File: src/rtl/core/tpt_pkg.sv
// Package for the touch pen tracker: item types, register indexes, event and
// phase codes, and the default calibration. Depends on nothing.
`default_nettype none
package tpt_pkg;

    // Geometry and filter defaults
    localparam int TPT_SCREEN_WIDTH  = 240;
    localparam int TPT_SCREEN_HEIGHT = 320;
    localparam int TPT_HISTORY_DEPTH = 4;
    localparam int TPT_FRACTION_BITS = 13;

    // Jump thresholds, raw sample steps
    localparam logic [9:0] THR_FAST   = 10'd200;
    localparam logic [9:0] THR_NORMAL = 10'd320;
    localparam logic [1:0] REJECT_MAX = 2'd3;

    // Register reset values
    localparam logic signed [11:0] OFFSET_X_RST = -12'sd96;
    localparam logic signed [11:0] OFFSET_Y_RST = -12'sd116;
    localparam logic signed [15:0] GAIN_X_RST   = 16'sd2155;
    localparam logic signed [15:0] GAIN_Y_RST   = 16'sd2899;

    // Register indexes
    localparam logic [2:0] REG_FAST_MODE = 3'd0;
    localparam logic [2:0] REG_OFFSET_X  = 3'd1;
    localparam logic [2:0] REG_OFFSET_Y  = 3'd2;
    localparam logic [2:0] REG_GAIN_X    = 3'd3;
    localparam logic [2:0] REG_GAIN_Y    = 3'd4;

    // Pen phase codes
    localparam logic [1:0] PH_NONE = 2'd0;
    localparam logic [1:0] PH_DOWN = 2'd1;
    localparam logic [1:0] PH_MOVE = 2'd2;
    localparam logic [1:0] PH_STAY = 2'd3;

    // Event codes
    localparam logic [1:0] EV_DOWN = 2'd0;
    localparam logic [1:0] EV_MOVE = 2'd1;
    localparam logic [1:0] EV_UP   = 2'd2;

    // One poll tick
    typedef struct packed {
        logic        pressed;
        logic [11:0] x_sample;
        logic [11:0] y_sample;
        logic [31:0] time_ms;
    } tick_item_t;

    // One pen event
    typedef struct packed {
        logic [1:0]         event_kind;
        logic signed [15:0] pos_x;
        logic signed [15:0] pos_y;
        logic [31:0]        event_time;
    } report_item_t;

endpackage
`default_nettype wire

File: src/rtl/core/touch_pen_tracker_core.sv
// Touch pen tracker top level: jump filter, calibration mapping, event output.
// Depends on tpt_pkg.
//
// A tick passes the tick register and then the report register before its report is valid.
// Throughput: one tick per cycle; the history and phase update is made as each tick is processed.
// A tick stalls only while a report waits in the output register and is not taken.
// Reset (rst_n low, async): phase none, position and time zero, history empty,
// registers at their calibration defaults. History samples are not cleared.
`default_nettype none
module touch_pen_tracker_core #(
    parameter int SCREEN_WIDTH  = tpt_pkg::TPT_SCREEN_WIDTH,
    parameter int SCREEN_HEIGHT = tpt_pkg::TPT_SCREEN_HEIGHT,
    parameter int HISTORY_DEPTH = tpt_pkg::TPT_HISTORY_DEPTH,
    parameter int FRACTION_BITS = tpt_pkg::TPT_FRACTION_BITS
) (
    input  wire logic                  clk,
    input  wire logic                  rst_n,
    input  wire logic                  tick_valid,
    output logic                       tick_ready,
    input  wire tpt_pkg::tick_item_t   tick,
    output logic                       report_valid,
    input  wire logic                  report_ready,
    output tpt_pkg::report_item_t      report,
    input  wire logic                  cfg_valid,
    output logic                       cfg_ready,
    input  wire logic [2:0]            cfg_index,
    input  wire logic [15:0]           cfg_data
);
    import tpt_pkg::*;

    localparam int CNT_W = $clog2(HISTORY_DEPTH + 1);
    localparam int PTR_W = (HISTORY_DEPTH > 1) ? $clog2(HISTORY_DEPTH) : 1;
    localparam logic [CNT_W-1:0] CNT_FULL = CNT_W'(HISTORY_DEPTH);
    localparam logic [PTR_W-1:0] PTR_LAST = PTR_W'(HISTORY_DEPTH - 1);

    // Configuration registers
    logic               fast_mode_reg;
    logic signed [11:0] offset_x_reg, offset_y_reg;
    logic signed [15:0] gain_x_reg, gain_y_reg;

    assign cfg_ready = 1'b1;

    always_ff @(posedge clk or negedge rst_n)
    begin
        if (!rst_n)
        begin
            fast_mode_reg <= 1'b0;
            offset_x_reg  <= OFFSET_X_RST;
            offset_y_reg  <= OFFSET_Y_RST;
            gain_x_reg    <= GAIN_X_RST;
            gain_y_reg    <= GAIN_Y_RST;
        end
        else if (cfg_valid && cfg_ready)
        begin
            case (cfg_index)
                REG_FAST_MODE: fast_mode_reg <= cfg_data[0];
                REG_OFFSET_X:  offset_x_reg  <= signed'(cfg_data[11:0]);
                REG_OFFSET_Y:  offset_y_reg  <= signed'(cfg_data[11:0]);
                REG_GAIN_X:    gain_x_reg    <= signed'(cfg_data);
                REG_GAIN_Y:    gain_y_reg    <= signed'(cfg_data);
                default: ;
            endcase
        end
    end

    // Tick register; offsets are added on capture (sum spans -2048..6142)
    logic               tick_valid_reg;
    tick_item_t         tick_reg;
    logic signed [13:0] xo_reg, yo_reg;
    logic               fire;
    logic               emit;
    report_item_t       report_next;

    assign tick_ready = !tick_valid_reg || fire;

    always_ff @(posedge clk or negedge rst_n)
    begin
        if (!rst_n)
        begin
            tick_valid_reg <= 1'b0;
        end
        else if (tick_ready)
        begin
            tick_valid_reg <= tick_valid;
        end
    end

    always_ff @(posedge clk)
    begin
        if (tick_valid && tick_ready)
        begin
            tick_reg <= tick;
            xo_reg   <= signed'({2'b0, tick.x_sample}) + 14'(offset_x_reg);
            yo_reg   <= signed'({2'b0, tick.y_sample}) + 14'(offset_y_reg);
        end
    end

    // Tracker state
    logic [1:0]       phase_reg, phase_next;
    logic [15:0]      cur_x_reg, cur_x_next, cur_y_reg, cur_y_next;
    logic [31:0]      last_time_reg, last_time_next;
    logic [CNT_W-1:0] hist_count_reg, hist_count_next;
    logic [PTR_W-1:0] hist_wptr_reg, hist_wptr_next;
    logic [1:0]       reject_run_reg, reject_run_next;
    logic [11:0]      hist_x_reg [HISTORY_DEPTH];
    logic [11:0]      hist_y_reg [HISTORY_DEPTH];

    // A tick is processed once the report slot is free or being emptied
    assign fire = tick_valid_reg && (!report_valid || report_ready);

    // Calibration mapping: floor((s + off) * gain >> F), mirrored
    logic signed [29:0] prod_x, prod_y;
    logic signed [31:0] prod_x_w, prod_y_w, pos_x_w, pos_y_w;
    logic [15:0]        nx, ny;

    assign prod_x   = xo_reg * gain_x_reg;
    assign prod_y   = yo_reg * gain_y_reg;
    assign prod_x_w = 32'(prod_x);
    assign prod_y_w = 32'(prod_y);
    assign pos_x_w  = 32'(SCREEN_WIDTH) - (prod_x_w >>> FRACTION_BITS);
    assign pos_y_w  = 32'(SCREEN_HEIGHT) - (prod_y_w >>> FRACTION_BITS);
    assign nx       = pos_x_w[15:0];
    assign ny       = pos_y_w[15:0];

    // Jump filter against the live history entries
    logic [9:0]              thr;
    logic                    phase_none;
    logic [CNT_W-1:0]        eff_count;
    logic [PTR_W-1:0]        eff_wptr;
    logic [HISTORY_DEPTH-1:0] match_vec;
    logic                    pass;
    logic [1:0]              reject_inc;
    logic signed [13:0]      dx, dy, thr_s;

    assign thr        = fast_mode_reg ? THR_FAST : THR_NORMAL;
    assign thr_s      = signed'({4'b0, thr});
    assign phase_none = (phase_reg == PH_NONE);
    assign eff_count  = phase_none ? '0 : hist_count_reg;
    assign eff_wptr   = phase_none ? '0 : hist_wptr_reg;

    always_comb
    begin
        match_vec = '0;
        dx = '0;
        dy = '0;
        for (int i = 0; i < HISTORY_DEPTH; i++)
        begin
            dx = signed'({2'b0, tick_reg.x_sample}) - signed'({2'b0, hist_x_reg[i]});
            dy = signed'({2'b0, tick_reg.y_sample}) - signed'({2'b0, hist_y_reg[i]});
            match_vec[i] = (CNT_W'(i) < eff_count) && (dx < thr_s) && (dx > -thr_s)
                           && (dy < thr_s) && (dy > -thr_s);
        end
    end

    assign pass       = (eff_count == '0) || (|match_vec);
    assign reject_inc = (reject_run_reg == REJECT_MAX) ? REJECT_MAX : reject_run_reg + 2'd1;

    // Next state and report
    always_comb
    begin
        phase_next      = phase_reg;
        cur_x_next      = cur_x_reg;
        cur_y_next      = cur_y_reg;
        last_time_next  = last_time_reg;
        hist_count_next = hist_count_reg;
        hist_wptr_next  = hist_wptr_reg;
        reject_run_next = reject_run_reg;
        emit            = 1'b0;
        report_next.event_kind = EV_UP;
        if (!tick_reg.pressed)
        begin
            // release: report the last position once
            if (!phase_none)
            begin
                phase_next = PH_NONE;
                emit       = 1'b1;
            end
        end
        else if (pass)
        begin
            hist_wptr_next  = (eff_wptr == PTR_LAST) ? '0 : eff_wptr + PTR_W'(1);
            hist_count_next = (eff_count == CNT_FULL) ? CNT_FULL : eff_count + CNT_W'(1);
            reject_run_next = '0;
            last_time_next  = tick_reg.time_ms;
            if (phase_none)
            begin
                phase_next = PH_DOWN;
                cur_x_next = nx;
                cur_y_next = ny;
                emit       = 1'b1;
                report_next.event_kind = EV_DOWN;
            end
            else if (nx == cur_x_reg && ny == cur_y_reg)
            begin
                phase_next = PH_STAY;
            end
            else
            begin
                phase_next = PH_MOVE;
                cur_x_next = nx;
                cur_y_next = ny;
                emit       = 1'b1;
                report_next.event_kind = EV_MOVE;
            end
        end
        else
        begin
            // rejected jump; a full run empties the history
            reject_run_next = reject_inc;
            if (reject_inc == REJECT_MAX)
            begin
                hist_count_next = '0;
                hist_wptr_next  = '0;
            end
        end
        report_next.pos_x      = signed'(cur_x_next);
        report_next.pos_y      = signed'(cur_y_next);
        report_next.event_time = last_time_next;
    end

    always_ff @(posedge clk or negedge rst_n)
    begin
        if (!rst_n)
        begin
            phase_reg      <= PH_NONE;
            cur_x_reg      <= '0;
            cur_y_reg      <= '0;
            last_time_reg  <= '0;
            hist_count_reg <= '0;
            hist_wptr_reg  <= '0;
            reject_run_reg <= '0;
        end
        else if (fire)
        begin
            phase_reg      <= phase_next;
            cur_x_reg      <= cur_x_next;
            cur_y_reg      <= cur_y_next;
            last_time_reg  <= last_time_next;
            hist_count_reg <= hist_count_next;
            hist_wptr_reg  <= hist_wptr_next;
            reject_run_reg <= reject_run_next;
        end
    end

    // History samples, written on each accepted sample
    always_ff @(posedge clk)
    begin
        if (fire && tick_reg.pressed && pass)
        begin
            hist_x_reg[eff_wptr] <= tick_reg.x_sample;
            hist_y_reg[eff_wptr] <= tick_reg.y_sample;
        end
    end

    // Report register
    logic         report_valid_reg;
    report_item_t report_reg;

    always_ff @(posedge clk or negedge rst_n)
    begin
        if (!rst_n)
        begin
            report_valid_reg <= 1'b0;
        end
        else if (fire)
        begin
            report_valid_reg <= emit;
        end
        else if (report_ready)
        begin
            report_valid_reg <= 1'b0;
        end
    end

    always_ff @(posedge clk)
    begin
        if (fire && emit)
        begin
            report_reg <= report_next;
        end
    end

    assign report_valid = report_valid_reg;
    assign report       = report_reg;

    // Checks
    a_count_bound: assert property (@(posedge clk) disable iff (!rst_n)
        hist_count_reg <= CNT_FULL)
        else $error("history count beyond depth");

    a_wptr_bound: assert property (@(posedge clk) disable iff (!rst_n)
        hist_wptr_reg <= PTR_LAST)
        else $error("history write pointer beyond depth");

    a_run_empties: assert property (@(posedge clk) disable iff (!rst_n)
        (reject_run_reg == REJECT_MAX) |-> (hist_count_reg == '0))
        else $error("full reject run left history entries");

    a_up_ends_touch: assert property (@(posedge clk) disable iff (!rst_n)
        (fire && emit && report_next.event_kind == EV_UP) |=> (phase_reg == PH_NONE))
        else $error("pen up report without return to no contact");

    a_down_from_none: assert property (@(posedge clk) disable iff (!rst_n)
        (fire && emit && report_next.event_kind == EV_DOWN) |-> phase_none)
        else $error("pen down report during contact");

endmodule
`default_nettype wire

File: config.mk
export PLATFORM = sky130hd
export DESIGN_NAME = touch_pen_tracker_core
export DESIGN_NICKNAME = d
export VERILOG_FILES = /design/src/rtl/core/tpt_pkg.sv /design/src/rtl/core/touch_pen_tracker_core.sv
export SDC_FILE = /design/constraint.sdc
export NUM_CORES = 2
export LEC_CHECK = 0
export BUFFER_PORTS_ARGS = -buffer_cell sky130_fd_sc_hd__clkbuf_2
export CORE_ASPECT_RATIO = 0.6
export CORE_MARGIN = 2
export CORE_UTILIZATION = 45
export CTS_BUF_LIST = sky130_fd_sc_hd__clkbuf_2
export CTS_CLUSTER_DIAMETER = 200
export DETAILED_ROUTE_END_ITERATION = 10
export GPL_TIMING_DRIVEN = 0
export SLEW_MARGIN = 20
export SYNTH_ARGS = -nofsm -noshare
export SYNTH_HDL_FRONTEND = slang
export SYNTH_SLANG_ARGS = --single-unit
File: constraint.sdc
create_clock -name clk -period 11.6 [get_ports clk]
set_input_delay 2.32 -clock clk [delete_from_list [all_inputs] [get_ports clk]]
set_output_delay 2.32 -clock clk [all_outputs]
set_load 0.005 [all_outputs]
# Yosys cells after proc, flatten, opt, wreduce, memory -nomap -nowiden
# Memories as Yosys holds them, arrays and structs flattened.
# Index checks and enable logic that the tools add are counted.
# Widths: inputs -> output; s select.
# op_classes
reduce_logical,43
n_addsub,16
n_lt_le_gt_ge,20
mux,37
bitwise_logic,2
mul,2
n_eq_ne,12
# ops
op,count
$mux 16,8
$gt 13x14->1,8
$lt 13x10->1,8
$sub 12x12->13,8
$mux 32,2
$mul 14x16->29,2
$eq 16x16->1,2
$add 13x12->14,2
$mux 2,12
$logic_and 1x1->1,22
$sub 10x16->16 const A,1
$sub 9x16->16 const A,1
$neg 9->14,1
$reduce_and 2->1,7
$mux 3,4
$mux 1,10
$mux 9,1
$eq 2x2->1 const B,3
$eq 3x2->1 const B,2
$eq 3x3->1 const B,2
$logic_not 3->1,2
$lt 1x3->1 const A,2
$lt 2x3->1 const A,2
$reduce_and 3->1,2
other kinds (12),18
# totals
out_inout_bits,69
ff_bits,283
mem_bits_rw,96
n_memories,2
# mem_list
memory,words,word_bits,rd,rd_ports_with_merged_regs,wr,line_no,text
hist_x_reg,4,12,4,0,1,touch_pen_tracker_core.sv:105,logic [11:0] hist_x_reg [HISTORY_DEPTH];
hist_y_reg,4,12,4,0,1,touch_pen_tracker_core.sv:106,logic [11:0] hist_y_reg [HISTORY_DEPTH];

# Longest topological paths before layout
# logic_depth
depth_word,12
mapped_depth,38
mapped_depth_nobuf,34

# Worst setup path before layout
# No wires, ideal clock.
# synth_path
path_kind,register -> register
from,reg gain_y_reg[6]
to,"reg report_reg, in the netlist report[0] (enable)"
arrival_time_ps,10698
n_path_buf,3
path_stages_with_launch,31
setup_ps,512
period_less_slack_ps,11209
path_slack_ps,391
required_time_ps,11088
path_cell_list,dfstp_2 clkbuf_1 nand2_1 fa_1 inv_1 fa_1 inv_1 fa_1 inv_1 fa_1 fa_1 fa_1 ha_1 clkbuf_1 a21oi_1 nand2_1 or3_1 o311a_1 nand2_1 ha_1 inv_1 a21o_1 o31ai_1 a21oi_1 nor4b_2 xor3_1 nand3b_1 or4_4 nand3b_4 buf_6 a21oi_1
# synth_via
elab_chain_cells,9
# synth_rtl
item,line_no,text
from (decl),touch_pen_tracker_core.sv:39,"logic signed [15:0] gain_x_reg, gain_y_reg;"
from (signal assigned),touch_pen_tracker_core.sv:60,REG_GAIN_Y: gain_y_reg <= signed'(cfg_data);
$mul 14x16->29,touch_pen_tracker_core.sv:117,assign prod_y = yo_reg * gain_y_reg;
$sub 10x16->16,touch_pen_tracker_core.sv:121,assign pos_y_w = 32'(SCREEN_HEIGHT) - (prod_y_w >>> FRACTION_BITS);
$eq 16x16->1,touch_pen_tracker_core.sv:193,else if (nx == cur_x_reg && ny == cur_y_reg)
$logic_and 1x1->1,touch_pen_tracker_core.sv:193,
$mux 1,touch_pen_tracker_core.sv:193,
$mux 1,touch_pen_tracker_core.sv:185,if (phase_none)
$mux 1,touch_pen_tracker_core.sv:179,else if (pass)
$mux 1,touch_pen_tracker_core.sv:170,if (!tick_reg.pressed)
$logic_and 1x1->1,touch_pen_tracker_core.sv:277,if (fire && emit)
to (signal assigned),touch_pen_tracker_core.sv:279,report_reg <= report_next;
to (decl),touch_pen_tracker_core.sv:257,report_item_t report_reg;
# No other way between the ends.
# A chain may end at the register's enable or synchronous reset.

# Worst setup path in the final report
# layout_path
from,reg yo_reg[12]
to,"reg report_reg, in the netlist report[1] (enable)"
# layout_via
elab_chain_cells,9
# layout_rtl
item,line_no,text
from (decl),touch_pen_tracker_core.sv:69,"logic signed [13:0] xo_reg, yo_reg;"
from (signal assigned),touch_pen_tracker_core.sv:94,"yo_reg <= signed'({2'b0, tick.y_sample}) + 14'(offset_y_reg);"
$mul 14x16->29,touch_pen_tracker_core.sv:117,
$sub 10x16->16,touch_pen_tracker_core.sv:121,
$eq 16x16->1,touch_pen_tracker_core.sv:193,
$logic_and 1x1->1,touch_pen_tracker_core.sv:193,
$mux 1,touch_pen_tracker_core.sv:193,
$mux 1,touch_pen_tracker_core.sv:185,
$mux 1,touch_pen_tracker_core.sv:179,
$mux 1,touch_pen_tracker_core.sv:170,
$logic_and 1x1->1,touch_pen_tracker_core.sv:277,
# No other way between the ends.

==> flow_summary.html <==
<table>
<tr><th>Metric</th><th>Value</th></tr>
<tr><th colspan="2">Yosys</th></tr>
<tr><td>Number of distinct library cells after synthesis</td><td>110</td></tr>
<tr><td>Mapped cell area</td><td>0.0392 mm2</td></tr>
<tr><td>Gate count of the mapped netlist</td><td>3793</td></tr>
<tr><td>Post-Syn Nets</td><td>4636</td></tr>
<tr><td>Yosys warns</td><td>0</td></tr>
<tr><td>Count of state elements after synthesis</td><td>379</td></tr>
<tr><td>Top cells by area, synth</td><td>sky130_fd_sc_hd__fa_1, sky130_fd_sc_hd__edfxtp_1, sky130_fd_sc_hd__ha_1</td></tr>
<tr><td>EDFF count, synth</td><td>247</td></tr>
<tr><td>Share of the synthesized area in the top cell type</td><td>0.223</td></tr>
<tr><td>Most repeated cell in the gate-level netlist after synthesis</td><td>sky130_fd_sc_hd__inv_1</td></tr>
<tr><td>Primary FF master, synth</td><td>sky130_fd_sc_hd__edfxtp_1</td></tr>
<tr><td>Async SR Flop Fraction</td><td>0.348</td></tr>
<tr><td>Synthesized area divided by synthesized cell count</td><td>10.3 um2</td></tr>
<tr><td>Part of the Yosys area used for sequential elements</td><td>0.274</td></tr>
<tr><td>Largest area contributor in the netlist</td><td>sky130_fd_sc_hd__fa_1</td></tr>
<tr><td>Commonest cells in the netlist</td><td>sky130_fd_sc_hd__inv_1, sky130_fd_sc_hd__fa_1, sky130_fd_sc_hd__nand2_1, sky130_fd_sc_hd__ha_1, sky130_fd_sc_hd__edfxtp_1</td></tr>
<tr><th colspan="2">Die</th></tr>
<tr><td>Number of standard-cell rows in the floorplan</td><td>83</td></tr>
<tr><td>Die width</td><td>385 um</td></tr>
<tr><td>Initial cell density of the core</td><td>0.457</td></tr>
<tr><td>Total core area</td><td>0.0859 mm2</td></tr>
<tr><td>Floorplan die height</td><td>233 um</td></tr>
<tr><td>Area enclosed by the die boundary</td><td>0.0896 mm2</td></tr>
<tr><td>Top-Level Pins</td><td>150</td></tr>
<tr><th colspan="2">Final layout</th></tr>
<tr><td>Largest register FFs</td><td>66</td></tr>
<tr><td>Fraction of layout instances using a drive strength above 1</td><td>0.142</td></tr>
<tr><td>Final-stage net count</td><td>4890</td></tr>
<tr><td>Relative area change from synthesis to final layout</td><td>8.64%</td></tr>
<tr><td>Filler cells</td><td>8008</td></tr>
<tr><th colspan="2">Placement</th></tr>
<tr><td>Buffers added on ports</td><td>148</td></tr>
<tr><td>Worst-case setup slack after placement</td><td>1.05 ns</td></tr>
<tr><td>Routability congestion estimate from global placement</td><td>0.943</td></tr>
<tr><td>Placed wire-length estimate after detailed placement</td><td>84.6 mm</td></tr>
<tr><th colspan="2">Route</th></tr>
<tr><td>First-iteration detailed-routing DRC count</td><td>2202</td></tr>
<tr><td>Met1 wire length</td><td>53.3 mm</td></tr>
<tr><td>DRC Markers</td><td>0</td></tr>
<tr><td>Post-detailed-route count of antenna-violating nets</td><td>0</td></tr>
<tr><td>Total wire length after detailed routing</td><td>105 mm</td></tr>
<tr><td>Wire length on met2</td><td>40.7 mm</td></tr>
<tr><td>WL met3</td><td>8.95 mm</td></tr>
<tr><td>Number of detailed-routing iterations run before antenna repair</td><td>5</td></tr>
<tr><td>Topmost layer with routed signal wires</td><td>met5</td></tr>
<tr><td>Routed wirelength normalized by instance count</td><td>19.8 um</td></tr>
<tr><td>Via density per instance</td><td>5.32</td></tr>
<tr><td>Number of vias in the routed layout</td><td>28100</td></tr>
<tr><th colspan="2">Timing</th></tr>
<tr><td>Setup skew after layout</td><td>0.145 ns</td></tr>
<tr><td>Worst setup slack after layout</td><td>0.875 ns</td></tr>
<tr><td>Worst Max-Slew Pin Slew</td><td>1.10 ns</td></tr>
<tr><td>Post-route minimum period</td><td>10.72 ns</td></tr>
<tr><td>Count of final setup violators</td><td>0</td></tr>
<tr><td>Worst rel slew slack</td><td>0.259</td></tr>
<tr><td>Final worst path period share</td><td>0.925</td></tr>
<tr><td>Fin. max-slew vios</td><td>0</td></tr>
<tr><td>Max Fclk</td><td>0.0932 GHz</td></tr>
<tr><td>Unrepaired setup endpoints after global routing</td><td>false</td></tr>
<tr><td>Final Hold Vio Count</td><td>0</td></tr>
<tr><th colspan="2">Clock network</th></tr>
<tr><td>Skew-Pair Late Insertion Delay</td><td>1.31 ns</td></tr>
<tr><td>Depth of the CTS H-tree</td><td>3</td></tr>
<tr><td>TritonCTS sink count</td><td>379</td></tr>
<tr><td>Post-CTS setup-driven buffer insertion count</td><td>0</td></tr>
<tr><td>Number of clock buffers inserted by TritonCTS</td><td>96</td></tr>
<tr><td>CTS Root Buffer Type</td><td>sky130_fd_sc_hd__clkbuf_2</td></tr>
<tr><td>Clock tree from TritonCTS</td><td>built</td></tr>
<tr><td>Maximum buffer depth of the clock tree</td><td>3</td></tr>
<tr><td>Number of buffers inserted for hold repair after clock tree synthesis</td><td>0</td></tr>
<tr><td>Quantity of gates resized following cts</td><td>0</td></tr>
<tr><td>Clock-pin slew on the worst setup and hold paths</td><td>0.10 ns</td></tr>
<tr><th colspan="2">Critical path</th></tr>
<tr><td>Highest net fanout along the worst path</td><td>22</td></tr>
<tr><td>Critical Path Slowest Stage Cell</td><td>sky130_fd_sc_hd__fa_1</td></tr>
<tr><td>Kind of start point of the critical path</td><td>flip-flop</td></tr>
<tr><td>Crit-path max cell delay</td><td>0.73 ns</td></tr>
<tr><td>Element type at the critical path end</td><td>flip-flop</td></tr>
<tr><td>Length in cells of the worst reg-to-reg path</td><td>31</td></tr>
<tr><td>WP data required</td><td>12.57 ns</td></tr>
<tr><td>Crit path DAT</td><td>11.70 ns</td></tr>
<tr><td>Path type of the worst setup path</td><td>flip-flop to flip-flop</td></tr>
<tr><td>Cell type with the highest occurrence count on the critical path</td><td>sky130_fd_sc_hd__fa_1</td></tr>
<tr><th colspan="2">Flow run</th></tr>
<tr><td>Reported max-cap violation count</td><td>0</td></tr>
<tr><th colspan="2">GRT</th></tr>
<tr><td>Antenna violations before repair</td><td>7</td></tr>
<tr><td>Pin count of the biggest net entering global routing</td><td>75</td></tr>
<tr><td>Aggregate global routing overflow</td><td>0</td></tr>
<tr><td>Wire length of the first global-routing pass</td><td>165 mm</td></tr>
<tr><td>Via count of the first global-routing pass</td><td>28300</td></tr>
<tr><td>Total Routing Usage GR</td><td>0.241</td></tr>
<tr><th colspan="2">Outcome</th></tr>
<tr><td>Outcome</td><td>finished, final reports clean</td></tr>
<tr><th colspan="2">Worst hold path</th></tr>
<tr><td>Hold Path Class</td><td>flip-flop to flip-flop</td></tr>
<tr><td>Hold path cells</td><td>1</td></tr>
</table>
[metrics by stage]
stage	utilization	cell area [um2]	hold slack, ns	cells	TNS (ns)
floorplan	-	39200	0.472	3793	0
global placement	0.482	41400	0.484	5088	-220.89
detailed placement	0.485	41600	0.490	5096	0
CTS	0.496	42600	0.503	5277	0
global route	0.496	42600	0.521	5283	0
finish	0.496	42600	0.510	5283	0
[final cells by class]
| type | count | area (um2) | area share |
|---|---|---|---|
| sequential | 379 | 10800 | 0.252 |
| buffer | 109 | 475 | 0.0112 |
| clock buffer | 148 | 741 | 0.0174 |
| timing repair buffer | 156 | 940 | 0.0221 |
| tap | 1147 | 1440 | 0.0337 |
| clock inverter | 33 | 224 | 0.00526 |
| inverter | 608 | 2280 | 0.0536 |
| antenna | 6 | 15.0 | 0.000352 |
| multi-input combinational | 2697 | 25700 | 0.604 |
[cell families after synthesis]
group	synth area share
AND/OR/NAND/NOR	0.133
adder cells (fa/ha/maj)	0.327
buffers and inverters	0.0703
AO/OA/AOI/OAI	0.101
flip-flops	0.274
multiplexers	0.0561
XOR/XNOR	0.0385
other	0.0000956
[cells in the final DEF (no fill, tap or decap), types with 9 or more instances in the layout]
| cell type | synthesis | final |
|---|---|---|
| sky130_fd_sc_hd__inv_1 | 608 | 607 |
| sky130_fd_sc_hd__fa_1 | 436 | 436 |
| sky130_fd_sc_hd__nand2_1 | 337 | 337 |
| sky130_fd_sc_hd__ha_1 | 326 | 325 |
| sky130_fd_sc_hd__clkbuf_2 | 1 | 296 |
| sky130_fd_sc_hd__edfxtp_1 | 247 | 247 |
| sky130_fd_sc_hd__and2_1 | 217 | 212 |
| sky130_fd_sc_hd__mux2_2 | 161 | 161 |
| sky130_fd_sc_hd__o21ai_0 | 136 | 136 |
| sky130_fd_sc_hd__nor2_1 | 127 | 127 |
| sky130_fd_sc_hd__a21oi_1 | 126 | 125 |
| sky130_fd_sc_hd__dfrtp_1 | 106 | 105 |
| sky130_fd_sc_hd__clkbuf_1 | 94 | 94 |
| sky130_fd_sc_hd__xnor2_1 | 88 | 88 |
| sky130_fd_sc_hd__xor2_1 | 62 | 62 |
| sky130_fd_sc_hd__nor3_1 | 62 | 61 |
| sky130_fd_sc_hd__a21o_1 | 50 | 50 |
| sky130_fd_sc_hd__nand2b_1 | 44 | 44 |
| sky130_fd_sc_hd__nand3_1 | 38 | 38 |
| sky130_fd_sc_hd__nor2b_1 | 33 | 33 |
| sky130_fd_sc_hd__o21a_1 | 31 | 31 |
| sky130_fd_sc_hd__dfstp_2 | 26 | 26 |
| sky130_fd_sc_hd__and3_1 | 25 | 25 |
| sky130_fd_sc_hd__a21boi_0 | 24 | 24 |
| sky130_fd_sc_hd__nand4_1 | 24 | 24 |
| sky130_fd_sc_hd__or3_1 | 22 | 22 |
| sky130_fd_sc_hd__clkinv_1 | 0 | 20 |
| sky130_fd_sc_hd__o211ai_1 | 19 | 19 |
| sky130_fd_sc_hd__nor3b_1 | 19 | 18 |
| sky130_fd_sc_hd__o21bai_1 | 16 | 16 |
| sky130_fd_sc_hd__o2111ai_1 | 16 | 16 |
| sky130_fd_sc_hd__a211oi_1 | 13 | 13 |
| sky130_fd_sc_hd__nor4_1 | 12 | 12 |
| sky130_fd_sc_hd__mux2_1 | 11 | 11 |
| sky130_fd_sc_hd__a211o_1 | 10 | 10 |
| sky130_fd_sc_hd__mux2_4 | 10 | 10 |
| sky130_fd_sc_hd__mux2i_1 | 9 | 9 |
[per-layer routing]
| metal | up-vias | global-route usage |
|---|---|---|
| met1 | 13800 | 0.383 |
| met5 | - | 0 |
| li1 | 13300 | - |
| met2 | 832 | 0.325 |
| met3 | 119 | 0.0586 |
| met4 | 4 | 0.0499 |
[worst paths after layout]
check | startpoint | endpoint | slack [ns]
max | yo_reg[12] | report[1] | 0.88
min | last_time_reg[3] | last_time_reg[3] | 0.51
max reg2reg | yo_reg[12] | report[1] | 0.88
min in group asynchronous | rst_n | last_time_reg[20] | 1.02
min reg2reg | last_time_reg[3] | last_time_reg[3] | 0.51
max in group asynchronous | rst_n | gain_x_reg[6] | 9.60
[worst max-delay path: cells and delay by family, from the launching register on]
| family | cells | cell delay, ns |
|---|---|---|
| compound gates | 7 | 1.86 |
| xor+xnor | 1 | 0.26 |
| fa+ha+maj | 8 | 4.12 |
| buf+inv | 6 | 1.56 |
| flops | 1 | 0.33 |
| simple gates | 9 | 2.25 |
Power is not shown: default switching activity piles up to over one toggle a cycle in this logic, so the estimate is an artifact.
